<file path="src/sv/fta_pkg.sv">
// ----------------------------------------------------------------------------
// fta_pkg
// Shared types and constants for the flow table byte accounting block.
// ----------------------------------------------------------------------------
package fta_pkg;

    localparam int HASH_BUCKETS = 4096;
    localparam int WAYS         = 4;
    localparam int USERS        = 2048;
    localparam int SET_W        = $clog2(HASH_BUCKETS);
    localparam int WAY_W        = (WAYS > 1) ? $clog2(WAYS) : 1;
    localparam int USER_W       = 11;
    localparam int UIDX_W       = (USERS > 1) ? $clog2(USERS) : 1;
    localparam int KEY_W        = 48;
    localparam int ADDR_W       = 2;

    localparam logic [31:0] HASH_MULT         = 32'd2654435761;
    localparam logic [15:0] SERVICE_PORT_INIT = 16'd5667;

    typedef enum logic [1:0] {
        CMD_BIND    = 2'd0,
        CMD_UPDATE  = 2'd1,
        CMD_DESTROY = 2'd2,
        CMD_READ    = 2'd3
    } t_cmd;

    typedef enum logic [2:0] {
        ST_OK      = 3'd0,
        ST_BOUND   = 3'd1,
        ST_FULL    = 3'd2,
        ST_NOT_SVC = 3'd3,
        ST_NO_FLOW = 3'd4
    } t_status;

    typedef enum logic [1:0] {
        B_IDLE,
        B_FLOW,
        B_USER
    } t_bstate;

    typedef struct packed {
        logic [1:0]  command;
        logic [31:0] src_ip;
        logic [15:0] sport;
        logic [31:0] dst_ip;
        logic [15:0] dport;
        logic [63:0] orig_count;
        logic [63:0] reply_count;
        logic [10:0] user_index;
    } t_in_item;

    typedef struct packed {
        logic [2:0]  status;
        logic [10:0] owner;
        logic [63:0] delta_up;
        logic [63:0] delta_down;
        logic [63:0] total_up;
        logic [63:0] total_down;
    } t_out_item;

    // Classified job handed from the front to the back.
    typedef struct packed {
        t_cmd              cmd;
        logic              not_svc;
        logic [KEY_W-1:0]  key;
        logic [SET_W-1:0]  set_idx;
        logic [63:0]       orig_count;
        logic [63:0]       reply_count;
        logic [UIDX_W-1:0] user;
    } t_job;

    typedef struct packed {
        logic              valid;
        logic [KEY_W-1:0]  key;
        logic [UIDX_W-1:0] owner;
        logic [63:0]       up_seen;
        logic [63:0]       down_seen;
    } t_way;

    typedef t_way [WAYS-1:0] t_row;

    typedef struct packed {
        logic [63:0] up;
        logic [63:0] down;
    } t_urow;

endpackage

</file>
<file path="src/sv/fta_queue.sv">
// ----------------------------------------------------------------------------
// fta_queue
// Two-entry queue of classified jobs between the front and the back.
// ----------------------------------------------------------------------------
module fta_queue import fta_pkg::*; (
    input  logic i_clk,
    input  logic i_rst_n,
    input  t_job i_job,
    input  logic i_push,
    input  logic i_pop,
    output logic o_valid,
    output logic o_full,
    output t_job o_job
);

    t_job       r_mem [2];
    logic       r_wp, r_rp;
    logic [1:0] r_cnt;

    assign o_valid = (r_cnt != 2'd0);
    assign o_full  = (r_cnt == 2'd2);
    assign o_job   = r_mem[r_rp];

    always_ff @(posedge i_clk) begin
        if (!i_rst_n) begin
            r_wp  <= 1'b0;
            r_rp  <= 1'b0;
            r_cnt <= 2'd0;
        end else begin
            if (i_push) begin
                r_wp <= ~r_wp;
            end
            if (i_pop) begin
                r_rp <= ~r_rp;
            end
            if (i_push && !i_pop) begin
                r_cnt <= r_cnt + 2'd1;
            end else if (i_pop && !i_push) begin
                r_cnt <= r_cnt - 2'd1;
            end
        end
    end

    always_ff @(posedge i_clk) begin
        if (i_push) begin
            r_mem[r_wp] <= i_job;
        end
    end

endmodule

</file>
<file path="config.mk">
export PLATFORM = sky130hd
export DESIGN_NAME = fta_queue
export DESIGN_NICKNAME = d
export VERILOG_FILES = /design/src/sv/fta_pkg.sv /design/src/sv/fta_queue.sv
export SDC_FILE = /design/constraint.sdc
export NUM_CORES = 1
export LEC_CHECK = 0
export BUFFER_PORTS_ARGS = -buffer_cell sky130_fd_sc_hd__clkbuf_2
export CORE_UTILIZATION = 56
export DETAILED_ROUTE_END_ITERATION = 6
export GPL_ROUTABILITY_DRIVEN = 0
export PLACE_DENSITY = 0.85
export SYNTH_ARGS = -nofsm -noshare
export SYNTH_HDL_FRONTEND = slang
export SYNTH_SLANG_ARGS = --single-unit
</file>
<file path="constraint.sdc">
create_clock -name i_clk -period 17.7 [get_ports i_clk]
set_input_delay 0.885 -clock i_clk [delete_from_list [all_inputs] [get_ports i_clk]]
set_output_delay 0.885 -clock i_clk [all_outputs]
set_load 0.01 [all_outputs]
</file>
* Yosys cells after proc, flatten, opt, wreduce, memory -nomap -nowiden
Memory sizes are Yosys's and may differ from the RTL's. A register that Yosys moved wholly into a read port is not among the register bits. Cells that the tools add are included.
Word-level totals: memories 1, logic and storage cells 21, bits in writable memories 404, register bits 4, input bits 206
Operators by class: add/sub/neg operators 2, muxes and demuxes 6, reductions and logical operators 6, bitwise logic cells 2, eq/ne operators 1
Memory list:
- r_mem | words 2, width 202, rd ports 1, clocked after Yosys merged registers in 1, write ports 1, line fta_queue.sv:16 | t_job r_mem [2];
Operators with widths (number):
- 2-to-1 mux 1 bit | 4
- 2-to-1 mux 2 bit | 2
- nonzero test 2 bit | 2
- adder 2 x 1 -> 2 bit (second input constant) | 1
- == test 2 bit (second input constant) | 1
- logical AND 1 bit | 2
- logical NOT 1 bit | 2
- inverter 1 bit | 2
- subtractor 2 x 1 -> 2 bit (second input constant) | 1

* Logic depth before layout (Yosys ltp)
depth after elaboration 4, gate-level depth with buffers 5, depth with buffers taken out 5

* Worst setup path after synthesis
Ideal clock, no wire load.
path kind input -> register, start input port i_push, end register r_wp, data arrival time 10.331 ns, stages on the path 2, library setup time 0.099 ns, slack 7.270 ns, path through nor2b_1 o21a_1
RTL lines:
- start, declared | line fta_queue.sv:9 | input logic i_push,
- end signal, assigned | line fta_queue.sv:31 | r_wp <= ~r_wp;
- end, declared | line fta_queue.sv:17 | logic r_wp, r_rp;

==> impl_results.md <==
* Post-synth top area cell: edfxtp_1
* CORE AREA at about 26000 um^2
* GRT Total Usage at 20.3%
* Fin util at between 70 and 80%
* Top cells by area, synth: edfxtp_1, mux2_2, buf_6, dfxtp_1, and2_1
* Cts hold-fix bufs at 0
* Num CTS Buffers at 41
* Compound-Gate Fraction of Synth Area at less than 1%
* Setup_tns at 0 ns
* Die Ht at around 160 um
* Post-DP HPWL at around 19000 um
* Simple-Gate Fraction of Synth Area at less than 1%
* Design Power at approximately 0.0022 W
* 1st-iter DRT viols at a little over 400
* Fin. Hold Viols at 0
* Seq/Total Area, Yosys at about 82%
* Largest family of logic cells by synthesized area: multiplexers
* Hold_ws at 0.535 ns
* Row count at between 50 and 60
* Post-synthesis mux area share at 15.3%
* Final ANT Viol Nets at 0
* Postcts setup bufs at 0
* Post-synth net total at approximately 860
* Minimum clock period at around 3.7 ns
* CTS tree: done
* Distinct cells, synth at 18
* VDD IR max at a little under 100 uV
* # setup viols final at 0
* CTS clock-pin slew for the worst setup and hold paths at approximately 0.060 ns
* Worst R2R End: r_mem[1][137]
* # diodes at 0
* R2R Setup Slk at 15.19 ns
* WHS Path Cells at 2
* Fin cells at between 1000 and 1500
* Remaining Overflow, GRT at 0
* CTS HTree Levels at 2
* RSZ-0062 raised after global routing: no
* First-pass GRT wire length at approximately 40000 um
* Worst Path Required at 16.82 ns
* WHS Endpoint: r_cnt[1]
* Synth Area in XOR/XNOR at 0.177%
* Post-synth top area share at roughly 82%
* CP arrival at about 2.8 ns
* Worst slew pin tran at 1.11 ns
* Final WL at around 29000 um
* Yosys reg bits at 409
* Pleak at 7.01 nW
* Total number of vias at about 7700
* PortBufs at between 400 and 500
* Largest net degree at the start of global routing at 84
* Setup CP Type: reg -> out
* FF-to-FF Start: r_wp
* Die width at 165 um
* DRT Pass-1 Iters at 5
* Synthesized area per cell at ~23 um^2
* Root Driver: clkbuf_16
* Layout cell share with drive strength beyond 1 at between 60% and 70%
* Area Overhead vs Synth at 24.1%
* Worst-Skew Late Latency at 0.52 ns
* Setup crit end kind: primary output
* DRC errors left at 0
* Worst hold path type: reg -> reg
* DIE AREA at roughly 27000 um^2
* Yosys warnings at 0
* Max-slew violations at 0
* HP Start: r_cnt[1]
* Placed cell count at 1379
* # clock sinks at between 400 and 500
* Adder-Cell Fraction of Synth Area at less than 1%
* CP max FO at 83
* Slew HR at a little over a quarter
* Vias in the first global route at approximately 7800
* Outcome: complete, no violations
* Reg2Reg Depth at 2
* Clk_skew at around 0.024 ns
* Longest Clk Path Bufs at 3
* Worst setup SP type: flop
* WL/cell at roughly 20 um
* Final #Nets at roughly 1300
* Io pins at about 400
* Number of max-cap violations at 0
* Pwr/cell area at around 120 nW/um^2
* Fillers at about 1600
* Vias/cell at about 5.3
* Cts repair resizes at 0
* Final Cycle Share at about a fifth
* Starting density of the core at between 50% and 60%
* Initial antenna violation count at 0
* Synth Instances at 650
* Post-Syn Area at 14900 um^2
* F_max at 269 MHz
## synth_stat cells, drive strengths merged
| cell type | n |
|---|---|
| a21boi | 1 |
| and2 | 4 |
| and2b | 1 |
| buf | 22 |
| dfxtp | 5 |
| edfxtp | 404 |
| ha | 1 |
| inv | 1 |
| mux2 | 202 |
| nor2b | 2 |
| o21a | 1 |
| o21ai | 1 |
| or2 | 1 |
| or3 | 1 |
| xnor2 | 1 |
| xor2 | 2 |
## report_power, final
| group | total (W) | internal, W | leakage, nW | switching, W |
|---|---|---|---|---|
| Sequential | 0.00114 | 0.00112 | 3.83 | 0.0000155 |
| Clock | 0.000814 | 0.000475 | 0.619 | 0.000339 |
| Combinational | 0.000211 | 0.0000980 | 2.56 | 0.000113 |
## how the worst max path moves through the flow
stage | end
after floorplan | r_wp
after global placement | o_job[38]
after detailed placement | o_job[46]
after CTS | o_job[46]
after global routing | o_job[46]
final | o_job[89]
## state kept, by name, indices dropped and copies added (netlist names), named ones only
name   cells
r_cnt      2
r_mem    404
r_rp       1
r_wp       1
## logic make-up after synthesis
logic type,after synthesis
xor gates and xnor gates,3
AOI/OAI and AO/OA,3
adders and majority gates,1
muxes,202
and+or+nand+nor,9
DFF,409
buffers and inverters,23
## area by class of cell
class                           count  area [um^2]  share of cell area (%)
Sequential cell                   409        12200                    66.4
Multi-Input combinational cell    218         2400                    13.0
Timing Repair Buffer              416         2100                    11.4
Clock buffer                       53         1110                    6.04
Tap cell                          335          419                    2.27
Clock inverter                     21          161                   0.876
Inverter                            1         3.75                  0.0204
## through the flow
step                cell area [um^2]  setup slack [ns]
floorplan                      14900              7.27
global placement               17200             14.51
detailed placement             17200             14.52
CTS                            18400             13.96
global route                   18400             13.86
finish                         18400             13.98
## critical path: stages, from the launching register on
cell and delay [ns]:
dfxtp_4 0.71, buf_4 0.90, mux2_2 0.44, clkbuf_2 0.13
## placed cells by master, fill, tap and decap left out, drive strengths merged
cell / netlist / layout
xor2: 2 / 2
clkinv: 0 / 14
buf: 22 / 7
xnor2: 1 / 1
inv: 1 / 5
mux2: 202 / 202
and2b: 1 / 1
clkbuf: 0 / 462
and2: 4 / 4
ha: 1 / 1
dfxtp: 5 / 5
or3: 1 / 1
or2: 1 / 1
bufinv: 0 / 2
clkinvlp: 0 / 1
edfxtp: 404 / 404
o21ai: 1 / 1
o21a: 1 / 1
nor2b: 2 / 2
a21boi: 1 / 1
## routing by layer
metal  track usage, %  part of all wire [%]  up-vias
met2             37.1                    53      363
met3             6.73                   9.1       66
li1                 -                     -     3481
met4             8.51                   3.2        0
met1             21.2                    34     3772
met5                0                     0        -
No activity file was read; power rests on OpenSTA's default activity.
