### config.mk
export PLATFORM = sky130hd
export DESIGN_NAME = fta_front
export DESIGN_NICKNAME = d
export VERILOG_FILES = /design/src/sv/fta_pkg.sv /design/src/sv/fta_front.sv
export SDC_FILE = /design/constraint.sdc
export NUM_CORES = 1
export LEC_CHECK = 0
export ABC_AREA = 1
export BUFFER_PORTS_ARGS = -buffer_cell sky130_fd_sc_hd__buf_4
export CORE_ASPECT_RATIO = 0.5
export CORE_MARGIN = 2
export CORE_UTILIZATION = 30
export CTS_CLUSTER_DIAMETER = 200
export DETAILED_ROUTE_END_ITERATION = 7
export HOLD_SLACK_MARGIN = 0.03
export SYNTH_ARGS = -nofsm -noshare
export SYNTH_HDL_FRONTEND = slang
export SYNTH_SLANG_ARGS = --single-unit
### constraint.sdc
create_clock -name i_clk -period 26.4 [get_ports i_clk]
set_input_delay 6.6 -clock i_clk [delete_from_list [all_inputs] [get_ports i_clk]]
set_output_delay 6.6 -clock i_clk [all_outputs]
set_load 0.01 [all_outputs]
### src/sv/fta_pkg.sv
// ----------------------------------------------------------------------------
// fta_pkg
// Shared types and constants for the flow table byte accounting block.
// ----------------------------------------------------------------------------
package fta_pkg;

    localparam int HASH_BUCKETS = 4096;
    localparam int WAYS         = 4;
    localparam int USERS        = 2048;
    localparam int SET_W        = $clog2(HASH_BUCKETS);
    localparam int WAY_W        = (WAYS > 1) ? $clog2(WAYS) : 1;
    localparam int USER_W       = 11;
    localparam int UIDX_W       = (USERS > 1) ? $clog2(USERS) : 1;
    localparam int KEY_W        = 48;
    localparam int ADDR_W       = 2;

    localparam logic [31:0] HASH_MULT         = 32'd2654435761;
    localparam logic [15:0] SERVICE_PORT_INIT = 16'd5667;

    typedef enum logic [1:0] {
        CMD_BIND    = 2'd0,
        CMD_UPDATE  = 2'd1,
        CMD_DESTROY = 2'd2,
        CMD_READ    = 2'd3
    } t_cmd;

    typedef enum logic [2:0] {
        ST_OK      = 3'd0,
        ST_BOUND   = 3'd1,
        ST_FULL    = 3'd2,
        ST_NOT_SVC = 3'd3,
        ST_NO_FLOW = 3'd4
    } t_status;

    typedef enum logic [1:0] {
        B_IDLE,
        B_FLOW,
        B_USER
    } t_bstate;

    typedef struct packed {
        logic [1:0]  command;
        logic [31:0] src_ip;
        logic [15:0] sport;
        logic [31:0] dst_ip;
        logic [15:0] dport;
        logic [63:0] orig_count;
        logic [63:0] reply_count;
        logic [10:0] user_index;
    } t_in_item;

    typedef struct packed {
        logic [2:0]  status;
        logic [10:0] owner;
        logic [63:0] delta_up;
        logic [63:0] delta_down;
        logic [63:0] total_up;
        logic [63:0] total_down;
    } t_out_item;

    // Classified job handed from the front to the back.
    typedef struct packed {
        t_cmd              cmd;
        logic              not_svc;
        logic [KEY_W-1:0]  key;
        logic [SET_W-1:0]  set_idx;
        logic [63:0]       orig_count;
        logic [63:0]       reply_count;
        logic [UIDX_W-1:0] user;
    } t_job;

    typedef struct packed {
        logic              valid;
        logic [KEY_W-1:0]  key;
        logic [UIDX_W-1:0] owner;
        logic [63:0]       up_seen;
        logic [63:0]       down_seen;
    } t_way;

    typedef t_way [WAYS-1:0] t_row;

    typedef struct packed {
        logic [63:0] up;
        logic [63:0] down;
    } t_urow;

endpackage

### src/sv/fta_front.sv
// ----------------------------------------------------------------------------
// fta_front
// Accepts input beats, picks the client side and hashes it to a set.
// ----------------------------------------------------------------------------
module fta_front import fta_pkg::*; (
    input  logic        i_clk,
    input  logic        i_rst_n,
    input  logic        i_valid,
    input  t_in_item    i_item,
    input  logic [15:0] i_service_port,
    input  logic        i_hold,
    input  logic        i_q_full,
    output logic        o_stall,
    output logic        o_push,
    output t_job        o_job
);

    logic        r_valid, n_valid;
    t_job        r_job, n_job;
    logic [31:0] c_ip;
    logic [15:0] c_port;
    logic        c_nosvc;
    logic [47:0] c_prod;
    logic [31:0] c_hash;
    logic        accept;

    assign o_stall = i_hold || (r_valid && i_q_full);
    assign accept  = i_valid && !o_stall;
    assign o_push  = r_valid && !i_q_full;
    assign o_job   = r_job;

    always_comb begin
        c_nosvc = 1'b0;
        c_ip    = i_item.src_ip;
        c_port  = i_item.sport;
        if (t_cmd'(i_item.command) == CMD_UPDATE || t_cmd'(i_item.command) == CMD_DESTROY) begin
            if (i_item.dport == i_service_port) begin
                c_ip   = i_item.src_ip;
                c_port = i_item.sport;
            end else if (i_item.sport == i_service_port) begin
                c_ip   = i_item.dst_ip;
                c_port = i_item.dport;
            end else begin
                c_nosvc = 1'b1;
            end
        end
        c_prod = {32'd0, c_port} * {16'd0, HASH_MULT};
        c_hash = c_ip ^ c_prod[31:0];
        n_job.cmd         = t_cmd'(i_item.command);
        n_job.not_svc     = c_nosvc;
        n_job.key         = {c_ip, c_port};
        n_job.set_idx     = c_hash[SET_W-1:0];
        n_job.orig_count  = i_item.orig_count;
        n_job.reply_count = i_item.reply_count;
        n_job.user        = i_item.user_index[UIDX_W-1:0];
        n_valid = r_valid;
        if (o_push) begin
            n_valid = 1'b0;
        end
        if (accept) begin
            n_valid = 1'b1;
        end
    end

    always_ff @(posedge i_clk) begin
        if (!i_rst_n) begin
            r_valid <= 1'b0;
        end else begin
            r_valid <= n_valid;
        end
    end

    always_ff @(posedge i_clk) begin
        if (accept) begin
            r_job <= n_job;
        end
    end

endmodule

# Yosys cells after proc, flatten, opt, wreduce, memory -nomap -nowiden
# Cells that the tools add are included.
dict set report classes {
  addsub 0
  mul 1
  n_div 0
  order_cmp 0
  eq_ne 4
  shift 0
  muxes 9
  bitwise 2
  reduce_logical 9
}
# cell n
set ops {}
lappend ops {{$mux 32} 3}
lappend ops {{$mux 16} 3}
lappend ops {{$eq 16x16->1} 2}
lappend ops {{$mul 16x32->12 const B} 1}
lappend ops {{$xor 12x12->12} 1}
lappend ops {{$logic_and 1x1->1} 3}
lappend ops {{$mux 1} 3}
lappend ops {{$eq 2x1->1 const B} 1}
lappend ops {{$eq 2x2->1 const B} 1}
lappend ops {{$logic_not 1->1} 2}
lappend ops {{$logic_or 1x1->1} 2}
lappend ops {{$reduce_bool 2->1} 1}
lappend ops {{$reduce_or 2->1} 1}
lappend ops {{$not 1->1} 1}
dict set report totals {
  reg_bits 203
  latchBits 0
  ramBits 0
  mem_bits_ro 0
  input_bits 258
  output_inout_bits 204
  word_cells 33
  n_memories 0
}

# Logic depth before layout (Yosys ltp)
dict set report depth {
  ltp_word 6
  mapped_depth 38
  mapped_depth_nobuf 37
}

# Least setup slack after synthesis
# OpenSTA, ideal clock, no wires.
dict set report synth_timing {
  path_kind {input port to flip-flop}
  startpoint {input i_q_full}
  endpoint {register r_job, in the netlist o_job[0] (enable)}
  setup_ns 0.768
  arrival_ns 15.155
  required_time_ns 25.632
  setup_slack_ns 10.477
  cell_stages 3
  path_buffers 0
  cell_sequence {nand2_1 > nand2_1 > nor2_1}
}
dict set report synth_between {
  elab_chain_len 4
}
# item line
set synth_lines {}
lappend synth_lines {{start: declaration} fta_front.sv:12} ;# input logic i_q_full,
lappend synth_lines {{$logic_and 1x1->1} fta_front.sv:27} ;# assign o_stall = i_hold || (r_valid && i_q_full);
lappend synth_lines {{$logic_or 1x1->1} fta_front.sv:27}
lappend synth_lines {{named net o_stall} fta_front.sv:13} ;# output logic o_stall,
lappend synth_lines {{$logic_not 1->1} fta_front.sv:28} ;# assign accept = i_valid && !o_stall;
lappend synth_lines {{$logic_and 1x1->1} fta_front.sv:28}
lappend synth_lines {{named net accept} fta_front.sv:25} ;# logic accept;
lappend synth_lines {{end signal: assignment} fta_front.sv:75} ;# r_job <= n_job;
lappend synth_lines {{end: declaration} fta_front.sv:19} ;# t_job r_job, n_job;
# The timed path passes the listed nets, and every way through them passes these cells.
# A chain may end at the register's enable or synchronous reset.

# Worst setup path after layout
dict set report layout_timing {
  startpoint {input i_q_full}
  endpoint {output o_stall}
}
dict set report layout_between {
  elab_chain_len 2
}
# item line
set layout_lines {}
lappend layout_lines {{$logic_and 1x1->1} fta_front.sv:27}
lappend layout_lines {{$logic_or 1x1->1} fta_front.sv:27}
lappend layout_lines {{end: declaration} fta_front.sv:13}
# Every way passes these cells.

==> run summary <==
After detailed routing, the number of remaining DRC violations is 0. The first detailed-routing pass took 5 iterations. The number of clock sinks is 203. The tools report the initial antenna violation count as 0. Path type of the worst min-delay path: reg -> reg.

The die width was 243 um. For this block, the via count after detailed routing is 6701. Setup repair after global routing left no endpoint under its margin. Net switching is 25.2% of the power. The number of antenna diodes in the final layout is 0. Averaged over all synthesized cells, the footprint is 12.1 um2. Entering global routing, the biggest net connects 203 pins. The CTS buffer count is 20. The maximum root-to-sink buffer count was 3; the switching power of the nets was 0.211 mW.

After floorplanning, the core was divided into 43 placement rows. In this run, the clock network consumes 35.1% of the power. Final period demand of the worst path: 13.64 ns. The power per cell area came out at 63.5 nW/um2. The run gives 0 as the final max-slew violation count. The worst setup path is launched from an input pin. The synthesized cell area came out at 8590 um2. Once the clock tree was built, the setup fixing pass inserted 0 buffers. The net count after synthesis is 1005. Summing the sequential cell areas from Yosys gives 70.8% of the chip area. Synthesis warning total: 0. The count of antenna-violating nets left after detailed routing was 0; the via density per instance was 4.23. Of all cell types, the one taking the most synthesized area is sky130_fd_sc_hd__edfxtp_1. The share of synthesized flip-flops with an asynchronous set or reset is 0%, and the number of top-level pins is 462. Setup violations remaining at the end of the flow were counted as 0. The count of distinct cell types in the synthesized netlist was 28; the die outline height was 124 um. The run gives 0 as the number of max-cap violations. The global routing usage summed across all routing layers was 16.1%.

The number of register bits inferred by synthesis is 203, and the detailed placer's ending HPWL is 20800 um. The peak supply drop is 0.0000328 V, and the relative slew slack is 20.6%. At the end of the flow, the number of nets in the layout was 1481. For the final database, setup skew stands at 0.00937 ns. The fraction of layout instances using a drive strength above 1 came out at 42.6%. The worst endpoint required time was 19.80 ns; the first-pass GRT wire length was 37300 um.

By startpoint and endpoint, the worst setup path is classified as in -> out. Compared with the post-synthesis result, the final layout area differs by 53.3%. The share of the clock period used by the worst path is 51.7%. The tree is rooted in a sky130_fd_sc_hd__clkbuf_16. For the pin with the worst max-slew slack, the measured transition is 1.19 ns. The iteration-0 DRC count of the detailed router is 348. TritonCTS built the clock tree. The die area is 30100 um2, and the reported leakage power is 6.19 nW. Of the total power, registers draw 45.7%.

Ranked by total cell area, the synthesized netlist is headed by sky130_fd_sc_hd__edfxtp_1, sky130_fd_sc_hd__nand2_1, sky130_fd_sc_hd__ha_1. After clock tree synthesis, the flow added hold-fix buffers numbering 0. The primary flip-flop cell chosen by synthesis mapping was sky130_fd_sc_hd__edfxtp_1. The internal portion of the total power is 0.626 mW.

After routing, the total negative slack on setup checks comes to 0 ns. Data on the critical path arrives at its endpoint at 7.04 ns. The logs give 6544 for the via count of the first global-routing pass and 0.842 for the final weighted congestion of routability-driven global placement. The count of H-tree levels built during CTS was 1. The flow ran to the end, and the final reports show no timing, DRC or antenna violations. The finished cells cover 13200 um2. Based on the critical path, the design can be clocked at up to 73.3 MHz. Post-CTS repair changed the size of 0 cells. Of all nets on the critical path, the largest fanout is 2. The average wire length per cell after detail routing is 16.7 um, and the wire length after detailed routing is 26500 um. The most frequent cell after synthesis is sky130_fd_sc_hd__nand2_1. Register clock-pin slew on the reported worst setup and hold paths: 0.06 ns. The hold violation total from the final report is 0, and the starting density of the core is 30.8%.

The share of Yosys cell area claimed by the top area cell type is 70.6%. The count of flip-flops with a built-in enable after synthesis was 202; the final global-route overflow total was 0. The commonest cells after synthesis are sky130_fd_sc_hd__nand2_1, sky130_fd_sc_hd__edfxtp_1, sky130_fd_sc_hd__inv_1. The power share of the combinational group was 19.2%; the instance area after placement was 12500 um2. Count of input and output buffers: 461.

The worst setup path is captured at a primary output. The instance count of the mapped netlist was 712; the area of the core region was 27900 um2. For the worst-skew pair later-pin latency, the log shows 0.50 ns.
-- flip-flops by register name, summed over array words and instances, names as in the netlist --
register and cells:
r_valid 1, o_job 202
-- layout make-up --
| type | count | area, um2 |
|---|---|---|
| multi-input combinational | 406 | 2100 |
| fill | 2578 | 14700 |
| clock inverter | 12 | 153 |
| sequential | 203 | 6090 |
| timing repair buffer | 464 | 3500 |
| inverter | 93 | 349 |
| tap | 382 | 478 |
| clock buffer | 23 | 512 |
-- power by group through the flow --
| stage | sequential (mW) | combinational [mW] | clock (mW) |
|---|---|---|---|
| finish | 0.383 | 0.161 | 0.294 |
| global route | 0.384 | 0.180 | 0.314 |
| CTS | 0.383 | 0.164 | 0.303 |
| detailed placement | 0.389 | 0.163 | 0 |
| global placement | 0.389 | 0.161 | 0 |
| floorplan | 0.402 | 0.0775 | 0 |
-- path summary, 6_finish.rpt --
| check | depth (start not counted) | slack [ns] | from | end |
|---|---|---|---|---|
| worst max-delay path | 4 | 12.76 | i_q_full | o_stall |
| worst min-delay path | 4 | 0.57 | r_valid$_SDFFE_PN0P_ | r_valid$_SDFFE_PN0P_ |
| worst max register to register | 4 | 24.43 | r_valid$_SDFFE_PN0P_ | o_job[69]$_DFFE_PP_ |
| worst min register to register | 4 | 0.57 | r_valid$_SDFFE_PN0P_ | r_valid$_SDFFE_PN0P_ |
-- critical path, stage by stage --
cell and delay (ns):
sky130_fd_sc_hd__buf_4 0.11, sky130_fd_sc_hd__nand2_1 0.07, sky130_fd_sc_hd__nand2_1 0.10, sky130_fd_sc_hd__buf_4 0.16
-- cell families (layout without fill, tap and decap cells) --
| logic type | Yosys count | count (layout) | synth area share (%) |
|---|---|---|---|
| AO/OA/AOI/OAI | 20 | 20 | 1.30 |
| XOR/XNOR | 19 | 19 | 1.94 |
| adder cells (fa/ha/maj) | 35 | 35 | 5.88 |
| buffers and inverters | 103 | 592 | 4.80 |
| flip-flops | 203 | 203 | 70.8 |
| AND/OR/NAND/NOR | 332 | 332 | 15.3 |
-- metrics by stage --
stage               hold WS (ns)  power (mW)  utilization (%)  setup slack (ns)  instances
CTS                        0.577       0.849             47.2             12.76       1583
global placement           0.563       0.550             44.8             12.76       1548
detailed placement         0.561       0.552             44.8             12.76       1548
finish                     0.572       0.837             47.2             12.76       1583
global route               0.634       0.878             47.2             12.72       1583
floorplan                  0.523       0.479                -             10.48        712
-- cells in the final DEF (no fill, tap or decap), types with 4 or more instances in the layout --
cell type | netlist | layout
sky130_fd_sc_hd__inv_2 | 8 | 8
sky130_fd_sc_hd__xnor2_1 | 7 | 7
sky130_fd_sc_hd__clkinv_1 | 1 | 4
sky130_fd_sc_hd__clkbuf_16 | 0 | 20
sky130_fd_sc_hd__nand4_1 | 6 | 6
sky130_fd_sc_hd__fa_1 | 9 | 9
sky130_fd_sc_hd__edfxtp_1 | 202 | 202
sky130_fd_sc_hd__nor2_1 | 25 | 24
sky130_fd_sc_hd__nand3_1 | 12 | 12
sky130_fd_sc_hd__xor2_1 | 12 | 12
sky130_fd_sc_hd__ha_1 | 26 | 26
sky130_fd_sc_hd__buf_4 | 1 | 463
sky130_fd_sc_hd__inv_1 | 84 | 84
sky130_fd_sc_hd__nand2_1 | 279 | 279
sky130_fd_sc_hd__o21ai_0 | 11 | 11
-- layer usage --
| layer | wire length, um | up-vias | GRT usage, % |
|---|---|---|---|
| li1 | - | 3293 | - |
| met1 | 10900 | 3215 | 20.2 |
| met2 | 14000 | 161 | 29.2 |
| met3 | 1110 | 32 | 2.82 |
| met4 | 509 | 0 | 4.10 |
| met5 | 0 | - | 0 |
(Power assumes the default switching activity.)
